[src/design/arbs_pkg.sv]
`timescale 1ns / 1ps
`default_nettype none

package arbs_pkg;

  // Frame dimension width; width and height are taken modulo 2^DIM_BITS.
  localparam int DIM_BITS = 13;

  // Width of height*16 and width*9 (width*9 stays below width*16).
  localparam int NUM_W = DIM_BITS + 4;

  // Width of the reported ratio fields.
  localparam int RATIO_BITS = 17;

  // Width of the buffer size fields.
  localparam int BUF_BITS = 32;

  // Shift count of the binary GCD and step count of the divider.
  localparam int CNT_W = $clog2(NUM_W + 1);

  // Aligned dimensions may reach 2^DIM_BITS, so they need one more bit.
  localparam int ALIGN_W = DIM_BITS + 1;

  // Width of 2 * aligned width * aligned height.
  localparam int PROD_W = 2 * ALIGN_W + 1;

  // Controller states.
  typedef enum logic [2:0] {
    ST_IDLE,
    ST_AREA,
    ST_GCD,
    ST_DIV,
    ST_DONE
  } state_t;

  // Commands from the controller to the datapath.
  typedef struct packed {
    logic load;
    logic area_en;
    logic gcd_step;
    logic div_start;
    logic div_step;
    logic res_load;
  } ctrl_cmd_t;

  // Status from the datapath to the controller.
  typedef struct packed {
    logic dim_zero;
    logic gcd_done;
    logic div_last;
  } dp_status_t;

endpackage

`default_nettype wire

[src/design/arbs_stream_if.sv]
`timescale 1ns / 1ps
`default_nettype none

// Input channel: frame dimensions and recommended buffer size.
interface arbs_in_if;
  logic                                valid;
  logic                                ready;
  logic [arbs_pkg::DIM_BITS-1:0]       frame_width;
  logic [arbs_pkg::DIM_BITS-1:0]       frame_height;
  logic [arbs_pkg::BUF_BITS-1:0]       recommended_size;

  modport source (output valid, frame_width, frame_height, recommended_size, input ready);
  modport sink (input valid, frame_width, frame_height, recommended_size, output ready);
endinterface

// Output channel: reduced ratio, buffer size and error flag.
interface arbs_out_if;
  logic                                valid;
  logic                                ready;
  logic [arbs_pkg::RATIO_BITS-1:0]     ratio_num;
  logic [arbs_pkg::RATIO_BITS-1:0]     ratio_den;
  logic [arbs_pkg::BUF_BITS-1:0]       buffer_bytes;
  logic                                dim_error;

  modport source (output valid, ratio_num, ratio_den, buffer_bytes, dim_error, input ready);
  modport sink (input valid, ratio_num, ratio_den, buffer_bytes, dim_error, output ready);
endinterface

`default_nettype wire

[src/design/arbs_ctrl.sv]
`timescale 1ns / 1ps
`default_nettype none

module arbs_ctrl (
  input  wire                  clk,
  input  wire                  rst,
  input  wire                  in_valid,
  output logic                 in_ready,
  output logic                 out_valid,
  input  wire                  out_ready,
  input  arbs_pkg::dp_status_t status,
  output arbs_pkg::ctrl_cmd_t  cmd
);

  arbs_pkg::state_t state;
  arbs_pkg::state_t state_next;
  logic             out_valid_next;

  // State register and output valid flag.
  always_ff @(posedge clk) begin
    if (rst) begin
      state     <= arbs_pkg::ST_IDLE;
      out_valid <= 1'b0;
    end else begin
      state     <= state_next;
      out_valid <= out_valid_next;
    end
  end

  // Next state and datapath commands.
  always_comb begin
    state_next     = state;
    cmd            = '0;
    in_ready       = 1'b0;
    out_valid_next = out_valid && !out_ready;
    case (state)
      arbs_pkg::ST_IDLE: begin
        in_ready = 1'b1;
        if (in_valid) begin
          cmd.load   = 1'b1;
          state_next = arbs_pkg::ST_AREA;
        end
      end
      arbs_pkg::ST_AREA: begin
        cmd.area_en = 1'b1;
        if (status.dim_zero) begin
          state_next = arbs_pkg::ST_DONE;
        end else begin
          state_next = arbs_pkg::ST_GCD;
        end
      end
      arbs_pkg::ST_GCD: begin
        if (status.gcd_done) begin
          cmd.div_start = 1'b1;
          state_next    = arbs_pkg::ST_DIV;
        end else begin
          cmd.gcd_step = 1'b1;
        end
      end
      arbs_pkg::ST_DIV: begin
        cmd.div_step = 1'b1;
        if (status.div_last) begin
          state_next = arbs_pkg::ST_DONE;
        end
      end
      arbs_pkg::ST_DONE: begin
        // Move the result into the output register once it is free.
        if (!out_valid || out_ready) begin
          cmd.res_load   = 1'b1;
          out_valid_next = 1'b1;
          state_next     = arbs_pkg::ST_IDLE;
        end
      end
      default: begin
        state_next = arbs_pkg::ST_IDLE;
      end
    endcase
  end

endmodule

`default_nettype wire

[src/design/arbs_datapath.sv]
`timescale 1ns / 1ps
`default_nettype none

module arbs_datapath (
  input  wire                                  clk,
  input  wire [arbs_pkg::DIM_BITS-1:0]         frame_width,
  input  wire [arbs_pkg::DIM_BITS-1:0]         frame_height,
  input  wire [arbs_pkg::BUF_BITS-1:0]         recommended_size,
  input  arbs_pkg::ctrl_cmd_t                  cmd,
  output arbs_pkg::dp_status_t                 status,
  output logic [arbs_pkg::RATIO_BITS-1:0]      ratio_num,
  output logic [arbs_pkg::RATIO_BITS-1:0]      ratio_den,
  output logic [arbs_pkg::BUF_BITS-1:0]        buffer_bytes,
  output logic                                 dim_error
);

  localparam int NW = arbs_pkg::NUM_W;
  localparam int AW = arbs_pkg::ALIGN_W;

  // Stored item.
  logic [arbs_pkg::DIM_BITS-1:0] width_q;
  logic [arbs_pkg::DIM_BITS-1:0] height_q;
  logic [arbs_pkg::BUF_BITS-1:0] rec_q;
  logic [NW-1:0]                 num_q;
  logic [NW-1:0]                 den_q;

  // Binary GCD operands and common power of two.
  logic [NW-1:0]                 gcd_a;
  logic [NW-1:0]                 gcd_b;
  logic [arbs_pkg::CNT_W-1:0]    gcd_k;

  // Shared-divisor restoring dividers for both quotients.
  logic [NW-1:0]                 divisor;
  logic [NW-1:0]                 quo_n;
  logic [NW-1:0]                 quo_d;
  logic [NW-1:0]                 rem_n;
  logic [NW-1:0]                 rem_d;
  logic [arbs_pkg::CNT_W-1:0]    div_cnt;

  // Aligned double frame area.
  logic [arbs_pkg::BUF_BITS-1:0] area_q;

  logic [NW-1:0]                 num_in;
  logic [NW-1:0]                 den_in;
  logic [AW-1:0]                 width_al;
  logic [AW-1:0]                 height_al;
  logic [arbs_pkg::PROD_W-1:0]   area_full;
  logic [63:0]                   area_ext;
  logic [NW:0]                   trial_n;
  logic [NW:0]                   trial_d;
  logic                          fit_n;
  logic                          fit_d;

  // Scaled dimensions: height*16 and width*9 by shift and add.
  assign num_in = {frame_height, 4'b0000};
  assign den_in = {1'b0, frame_width, 3'b000} + NW'(frame_width);

  // Round the width up to 32 and the height up to 16.
  assign width_al  = (AW'(width_q) + AW'(31)) & ~AW'(31);
  assign height_al = (AW'(height_q) + AW'(15)) & ~AW'(15);
  assign area_full = {arbs_pkg::PROD_W'(width_al * height_al)} << 1;
  assign area_ext  = 64'(area_full);

  // One restoring division step for each quotient.
  assign trial_n = {rem_n, quo_n[NW-1]};
  assign trial_d = {rem_d, quo_d[NW-1]};
  assign fit_n   = trial_n >= {1'b0, divisor};
  assign fit_d   = trial_d >= {1'b0, divisor};

  assign status.dim_zero = (width_q == '0) || (height_q == '0);
  assign status.gcd_done = (gcd_a == gcd_b);
  assign status.div_last = (div_cnt == arbs_pkg::CNT_W'(1));

  // Capture the item and seed the GCD.
  always_ff @(posedge clk) begin
    if (cmd.load) begin
      width_q  <= frame_width;
      height_q <= frame_height;
      rec_q    <= recommended_size;
      num_q    <= num_in;
      den_q    <= den_in;
    end
  end

  // Binary GCD: one halving or subtract-and-halve step per cycle.
  always_ff @(posedge clk) begin
    if (cmd.load) begin
      gcd_a <= num_in;
      gcd_b <= den_in;
      gcd_k <= '0;
    end else if (cmd.gcd_step) begin
      if (!gcd_a[0] && !gcd_b[0]) begin
        gcd_a <= gcd_a >> 1;
        gcd_b <= gcd_b >> 1;
        gcd_k <= gcd_k + arbs_pkg::CNT_W'(1);
      end else if (!gcd_a[0]) begin
        gcd_a <= gcd_a >> 1;
      end else if (!gcd_b[0]) begin
        gcd_b <= gcd_b >> 1;
      end else if (gcd_a > gcd_b) begin
        gcd_a <= (gcd_a - gcd_b) >> 1;
      end else begin
        gcd_b <= (gcd_b - gcd_a) >> 1;
      end
    end
  end

  // Divide both scaled dimensions by the GCD, one quotient bit per cycle.
  always_ff @(posedge clk) begin
    if (cmd.div_start) begin
      divisor <= gcd_a << gcd_k;
      quo_n   <= num_q;
      quo_d   <= den_q;
      rem_n   <= '0;
      rem_d   <= '0;
      div_cnt <= arbs_pkg::CNT_W'(NW);
    end else if (cmd.div_step) begin
      rem_n   <= fit_n ? NW'(trial_n - {1'b0, divisor}) : trial_n[NW-1:0];
      rem_d   <= fit_d ? NW'(trial_d - {1'b0, divisor}) : trial_d[NW-1:0];
      quo_n   <= {quo_n[NW-2:0], fit_n};
      quo_d   <= {quo_d[NW-2:0], fit_d};
      div_cnt <= div_cnt - arbs_pkg::CNT_W'(1);
    end
  end

  // Register the saturated area.
  always_ff @(posedge clk) begin
    if (cmd.area_en) begin
      area_q <= (area_ext > 64'hFFFF_FFFF) ? '1 : area_ext[arbs_pkg::BUF_BITS-1:0];
    end
  end

  // Output register.
  always_ff @(posedge clk) begin
    if (cmd.res_load) begin
      dim_error    <= status.dim_zero;
      ratio_num    <= status.dim_zero ? '0 : quo_n[arbs_pkg::RATIO_BITS-1:0];
      ratio_den    <= status.dim_zero ? '0 : quo_d[arbs_pkg::RATIO_BITS-1:0];
      buffer_bytes <= (rec_q > area_q) ? rec_q : area_q;
    end
  end

endmodule

`default_nettype wire

[src/design/aspect_ratio_and_buffer_size_top.sv]
// After an item is accepted the controller registers the area (AREA); when width
// or height is zero it goes straight to DONE, else it runs the binary GCD steps
// (GCD) and the 17-step divider (DIV). DONE waits for a free output register.
// One item at a time: the next item is taken once the result enters the output
// register, which holds it until it is taken.
// Reset (synchronous, active high) clears the controller and the output valid.
`timescale 1ns / 1ps
`default_nettype none

module aspect_ratio_and_buffer_size_top (
  input wire         clk,
  input wire         rst,
  arbs_in_if.sink    in_ch,
  arbs_out_if.source out_ch
);

  arbs_pkg::ctrl_cmd_t  cmd;
  arbs_pkg::dp_status_t status;

  // Sequencer.
  arbs_ctrl u_ctrl (
    .clk       (clk),
    .rst       (rst),
    .in_valid  (in_ch.valid),
    .in_ready  (in_ch.ready),
    .out_valid (out_ch.valid),
    .out_ready (out_ch.ready),
    .status    (status),
    .cmd       (cmd)
  );

  // GCD, dividers, area and output register.
  arbs_datapath u_datapath (
    .clk              (clk),
    .frame_width      (in_ch.frame_width),
    .frame_height     (in_ch.frame_height),
    .recommended_size (in_ch.recommended_size),
    .cmd              (cmd),
    .status           (status),
    .ratio_num        (out_ch.ratio_num),
    .ratio_den        (out_ch.ratio_den),
    .buffer_bytes     (out_ch.buffer_bytes),
    .dim_error        (out_ch.dim_error)
  );

endmodule

`default_nettype wire

[src/flat_wrapper.sv]
// flat-port wrapper written by rule: the top's interface ports become plain ports
module aspect_ratio_and_buffer_size_top_flat 
  (clk, rst, in_ch_valid, in_ch_frame_width, in_ch_frame_height, in_ch_recommended_size, in_ch_ready, out_ch_valid, out_ch_ratio_num, out_ch_ratio_den, out_ch_buffer_bytes, out_ch_dim_error, out_ch_ready);
  arbs_in_if in_ch_i ();
  arbs_out_if out_ch_i ();
  input wire clk;
  input wire rst;
  input wire logic [$bits(in_ch_i.valid)-1:0] in_ch_valid;
  input wire logic [$bits(in_ch_i.frame_width)-1:0] in_ch_frame_width;
  input wire logic [$bits(in_ch_i.frame_height)-1:0] in_ch_frame_height;
  input wire logic [$bits(in_ch_i.recommended_size)-1:0] in_ch_recommended_size;
  output wire logic [$bits(in_ch_i.ready)-1:0] in_ch_ready;
  output wire logic [$bits(out_ch_i.valid)-1:0] out_ch_valid;
  output wire logic [$bits(out_ch_i.ratio_num)-1:0] out_ch_ratio_num;
  output wire logic [$bits(out_ch_i.ratio_den)-1:0] out_ch_ratio_den;
  output wire logic [$bits(out_ch_i.buffer_bytes)-1:0] out_ch_buffer_bytes;
  output wire logic [$bits(out_ch_i.dim_error)-1:0] out_ch_dim_error;
  input wire logic [$bits(out_ch_i.ready)-1:0] out_ch_ready;
  assign in_ch_i.valid = in_ch_valid;
  assign in_ch_i.frame_width = in_ch_frame_width;
  assign in_ch_i.frame_height = in_ch_frame_height;
  assign in_ch_i.recommended_size = in_ch_recommended_size;
  assign in_ch_ready = in_ch_i.ready;
  assign out_ch_valid = out_ch_i.valid;
  assign out_ch_ratio_num = out_ch_i.ratio_num;
  assign out_ch_ratio_den = out_ch_i.ratio_den;
  assign out_ch_buffer_bytes = out_ch_i.buffer_bytes;
  assign out_ch_dim_error = out_ch_i.dim_error;
  assign out_ch_i.ready = out_ch_ready;
  aspect_ratio_and_buffer_size_top u_core (.clk(clk), .rst(rst), .in_ch(in_ch_i), .out_ch(out_ch_i));
endmodule
[config.mk]
export PLATFORM = sky130hd
export DESIGN_NAME = aspect_ratio_and_buffer_size_top_flat
export DESIGN_NICKNAME = d
export VERILOG_FILES = /design/src/design/arbs_pkg.sv /design/src/design/arbs_stream_if.sv /design/src/design/arbs_ctrl.sv /design/src/design/arbs_datapath.sv /design/src/design/aspect_ratio_and_buffer_size_top.sv /design/src/flat_wrapper.sv
export SDC_FILE = /design/constraint.sdc
export NUM_CORES = 1
export LEC_CHECK = 0
export BUFFER_PORTS_ARGS = -buffer_cell sky130_fd_sc_hd__clkbuf_2
export CORE_UTILIZATION = 46
export CTS_CLUSTER_DIAMETER = 200
export CTS_CLUSTER_SIZE = 30
export DETAILED_ROUTE_END_ITERATION = 10
export GPL_ROUTABILITY_DRIVEN = 0
export GPL_TIMING_DRIVEN = 0
export SLEW_MARGIN = 40
export SYNTH_ARGS = -nofsm -noshare
export SYNTH_HDL_FRONTEND = slang
export SYNTH_SLANG_ARGS = --single-unit
export TNS_END_PERCENT = 10
[constraint.sdc]
create_clock -name clk -period 19.7 [get_ports clk]
set_input_delay 0 -clock clk [delete_from_list [all_inputs] [get_ports clk]]
set_output_delay 0 -clock clk [all_outputs]
set_load 0.05 [all_outputs]
==> results by group <==
Yosys
  • Number of synthesized flops with an enable pin: roughly 240
  • Mapped cell area: ~19000 um^2
  • Dominant synthesized flop cell: edfxtp_1
  • Register area share after synthesis: 0.428
  • #FFs+latches synth: between 200 and 300
  • Avg Inst Size Synth: between 9 and 10 um^2
  • Synth cell types: 78
  • Async SR Flop Fraction: 0
  • Synth Net Count: between 2k and 2.5k
  • Synth warn: 0
  • Syn Inst Count: between 1.5k and 2k

Worst hold path
  • Hold Crit Class: input port to flop

Routing
  • Via/cell ratio: around 5.6
  • # DRC: 28
  • Final antenna-violating net count: 0
  • Avg WL per Cell: around 18 um
  • Iteration-0 DRC Markers: 1080
  • Vias: between 10k and 15k
  • Pre-Repair DR Iteration Count: 8
  • Routed WL: 49500 um

Clock tree
  • Post_cts resized: 0
  • Clock root buffer master: clkbuf_16
  • Clock Latency Late Sink: about 530 ps
  • Clock Tree Buf Depth: 3
  • Postcts setup bufs: 0
  • Clock-pin slew on the worst setup and hold paths: ~130 ps
  • TritonCTS Buffers: 13
  • Sink Count: 291
  • CTS tree: built
  • CTS H-tree depth: 1

Power
  • Comb pwr share: 0.646
  • Power Dens Cells: 184 nW/um^2
  • Lkg Pwr: about 0.009 uW
  • Peak supply drop: 0.228 mV
  • Switching Power: roughly 1900 uW
  • Clock share of power: 0.082
  • Cell internal pwr: between 2000 and 2500 uW
  • Sw frac: 0.465
  • Seq pwr share: 0.273

GRT
  • Initial antenna violation count: 2
  • Gr ovfl total: 0
  • Global-route wire length before repair: about 76000 um
  • Largest net degree at the start of global routing: 42
  • Tot GR Track Use: 0.230
  • Vias in the first global route: ~14k

STA
  • Final setup violation count: 0
  • Max-slew headroom: 0.466
  • Final period demand of the worst path: 7010 ps
  • Final period util: 0.356
  • RSZ-0062 raised after global routing: no
  • Max-slew violations: 0
  • Setup TNS: 0 ps
  • Slew of the pin with the lowest slew margin: 798 ps
  • Endpoints failing hold: 0
  • Worst hold slack: between 150 and 200 ps
  • Worst-case clock skew: 31.7 ps
  • FMAX: 143 MHz

Critical path
  • CP Launch Type: flop
  • CP arrival: between 7000 and 8000 ps
  • Crit path max fanout: 10
  • Setup CP Type: flop to flop
  • CP endpoint kind: flop
  • CP required: 19980 ps

Floorplanning
  • Row count: between 70 and 80
  • Die area: ~43000 um^2
  • Core Area: between 40000 and 50000 um^2
  • Initial Utilization: 0.468
  • Die span in y: 206 um
  • Number of top-level pins: ~130
  • Horiz. Die Dim: 206 um

Job
  • Max-cap viol count: 0

Status
  • Violated checks: design-rule violations
  • Status: complete, but fails checks

Placement
  • DP Wirelength: 38600 um
  • Buffers on Ports: 130

Final layout
  • Share of layout cells above drive strength 1: 0.110
  • Layout filler cell count: roughly 3.7k
  • # diodes: 0
  • Fin nets: approximately 2.4k
  • Most frequent cells in the layout: edfxtp_1, nand2_1, nor2_1, inv_1, ha_1
  • Most common cell after layout, fill and taps aside: edfxtp_1
  • Layout area overhead: 12.9%
per-stage QoR:
stage	setup slack, ps	utilization	instances	cell area [um^2]	total power (uW)
floorplan	13470	-	1925	19200	3030
global placement	12770	0.500	2587	20500	3570
detailed placement	12700	0.504	2596	20700	3640
CTS	12690	0.528	2679	21700	3990
global route	12330	0.529	2679	21700	4370
finish	12690	0.529	2679	21700	3980
repair_timing:
item	in CTS	in global routing
setup endpoints to repair	0	0
hold endpoints to repair	82	0
hold buffers	61	0
power by group through the flow:
stage               combinational [uW]  sequential, uW  clock, uW
global placement                  2460            1110          0
global route                      2910            1100        352
finish                            2570            1090        326
CTS                               2570            1080        336
floorplan                         1960            1070          0
detailed placement                2540            1100          0
flip-flops by register name, indices dropped and copies added (netlist names):
name / cells
u_core.u_datapath.buffer_bytes: 32
u_core.u_datapath.rec_q: 32
u_core.u_datapath.ratio_num: 17
u_core.u_datapath.gcd_k: 5
u_core.u_datapath.quo_n: 17
u_core.u_datapath.ratio_den: 17
u_core.u_datapath.height_q: 13
u_core.u_datapath.div_cnt: 5
u_core.u_ctrl.out_valid: 1
u_core.u_datapath.area_q: 19
u_core.u_datapath.width_q: 13
u_core.u_datapath.rem_n: 17
u_core.u_datapath.den_q: 14
u_core.u_datapath.gcd_a: 17
u_core.u_ctrl.state: 3
u_core.u_datapath.quo_d: 17
u_core.u_datapath.divisor: 17
u_core.u_datapath.gcd_b: 17
u_core.u_datapath.rem_d: 17
u_core.u_datapath.dim_error: 1
synthesized netlist by cell type, types with 23 or more instances:
library cell | instances | area [um^2]
edfxtp_1 | 239 | 7180
nand2_1 | 199 | 747
nor2_1 | 188 | 706
inv_1 | 164 | 616
ha_1 | 139 | 1740
o21ai_0 | 100 | 500
a21oi_1 | 99 | 495
fa_1 | 62 | 1240
and2_1 | 55 | 344
clkbuf_1 | 52 | 195
dfxtp_1 | 52 | 1040
xnor2_1 | 50 | 438
nand3_1 | 42 | 210
xor2_1 | 42 | 368
nand4_1 | 29 | 181
mux2i_1 | 26 | 260
nor3_1 | 26 | 130
o21a_1 | 24 | 180
mux2_2 | 23 | 259
metal layers:
layer / global-route usage / wire (um)
met4: 0.0846 / 1770
met3: 0.0285 / 2810
met5: 0 / 26
met1: 0.324 / 22700
met2: 0.363 / 22200
worst paths after layout:
path | slack [ps] | to | from | depth (start not counted)
worst max-delay path | 12690 | u_core.u_datapath.area_q[27] | u_core.u_datapath.width_q[0] | 21
worst max register to register | 12690 | u_core.u_datapath.area_q[27] | u_core.u_datapath.width_q[0] | 21
worst min register to register | 490 | u_core.u_datapath.rem_d[4] | u_core.u_datapath.rem_d[4] | 2
worst min-delay path | 190 | u_core.u_datapath.rec_q[22] | in_ch_recommended_size[22] | 2
final cells by class:
| class | instances | area, um^2 | area share |
|---|---|---|---|
| timing repair buffer | 200 | 1390 | 0.0642 |
| clock buffer | 20 | 352 | 0.0162 |
| sequential | 291 | 8220 | 0.379 |
| inverter | 167 | 627 | 0.0289 |
| buffer | 77 | 335 | 0.0155 |
| clock inverter | 2 | 20.0 | 0.000923 |
| multi-input combinational | 1390 | 10100 | 0.465 |
| tap | 532 | 666 | 0.0307 |
cell families (layout without fill, tap and decap cells):
| group | count (synthesis) | count (layout) | share of synthesized area |
|---|---|---|---|
| fa+ha+maj | 201 | 201 | 0.155 |
| buf+inv | 244 | 466 | 0.0499 |
| compound gates | 393 | 393 | 0.130 |
| flops | 291 | 291 | 0.428 |
| simple gates | 647 | 647 | 0.159 |
| mux | 54 | 54 | 0.0329 |
| xor+xnor | 95 | 95 | 0.0451 |
critical path, stage by stage (launching register included):
cell       delay (ps)
edfxtp_1          410
or4_1             560
o21a_2            280
nand4_1           160
nor2_1            120
nand2_1            90
xor2_1            610
or2_2             240
fa_1              450
fa_1              560
inv_1              60
fa_1              520
inv_1              50
fa_1              530
inv_1              40
ha_1              240
or4_1             480
o2bb2ai_1         240
o21bai_1          120
a2111oi_0         640
o31ai_1           170
xor2_1            190
(Power assumes the default switching activity.)
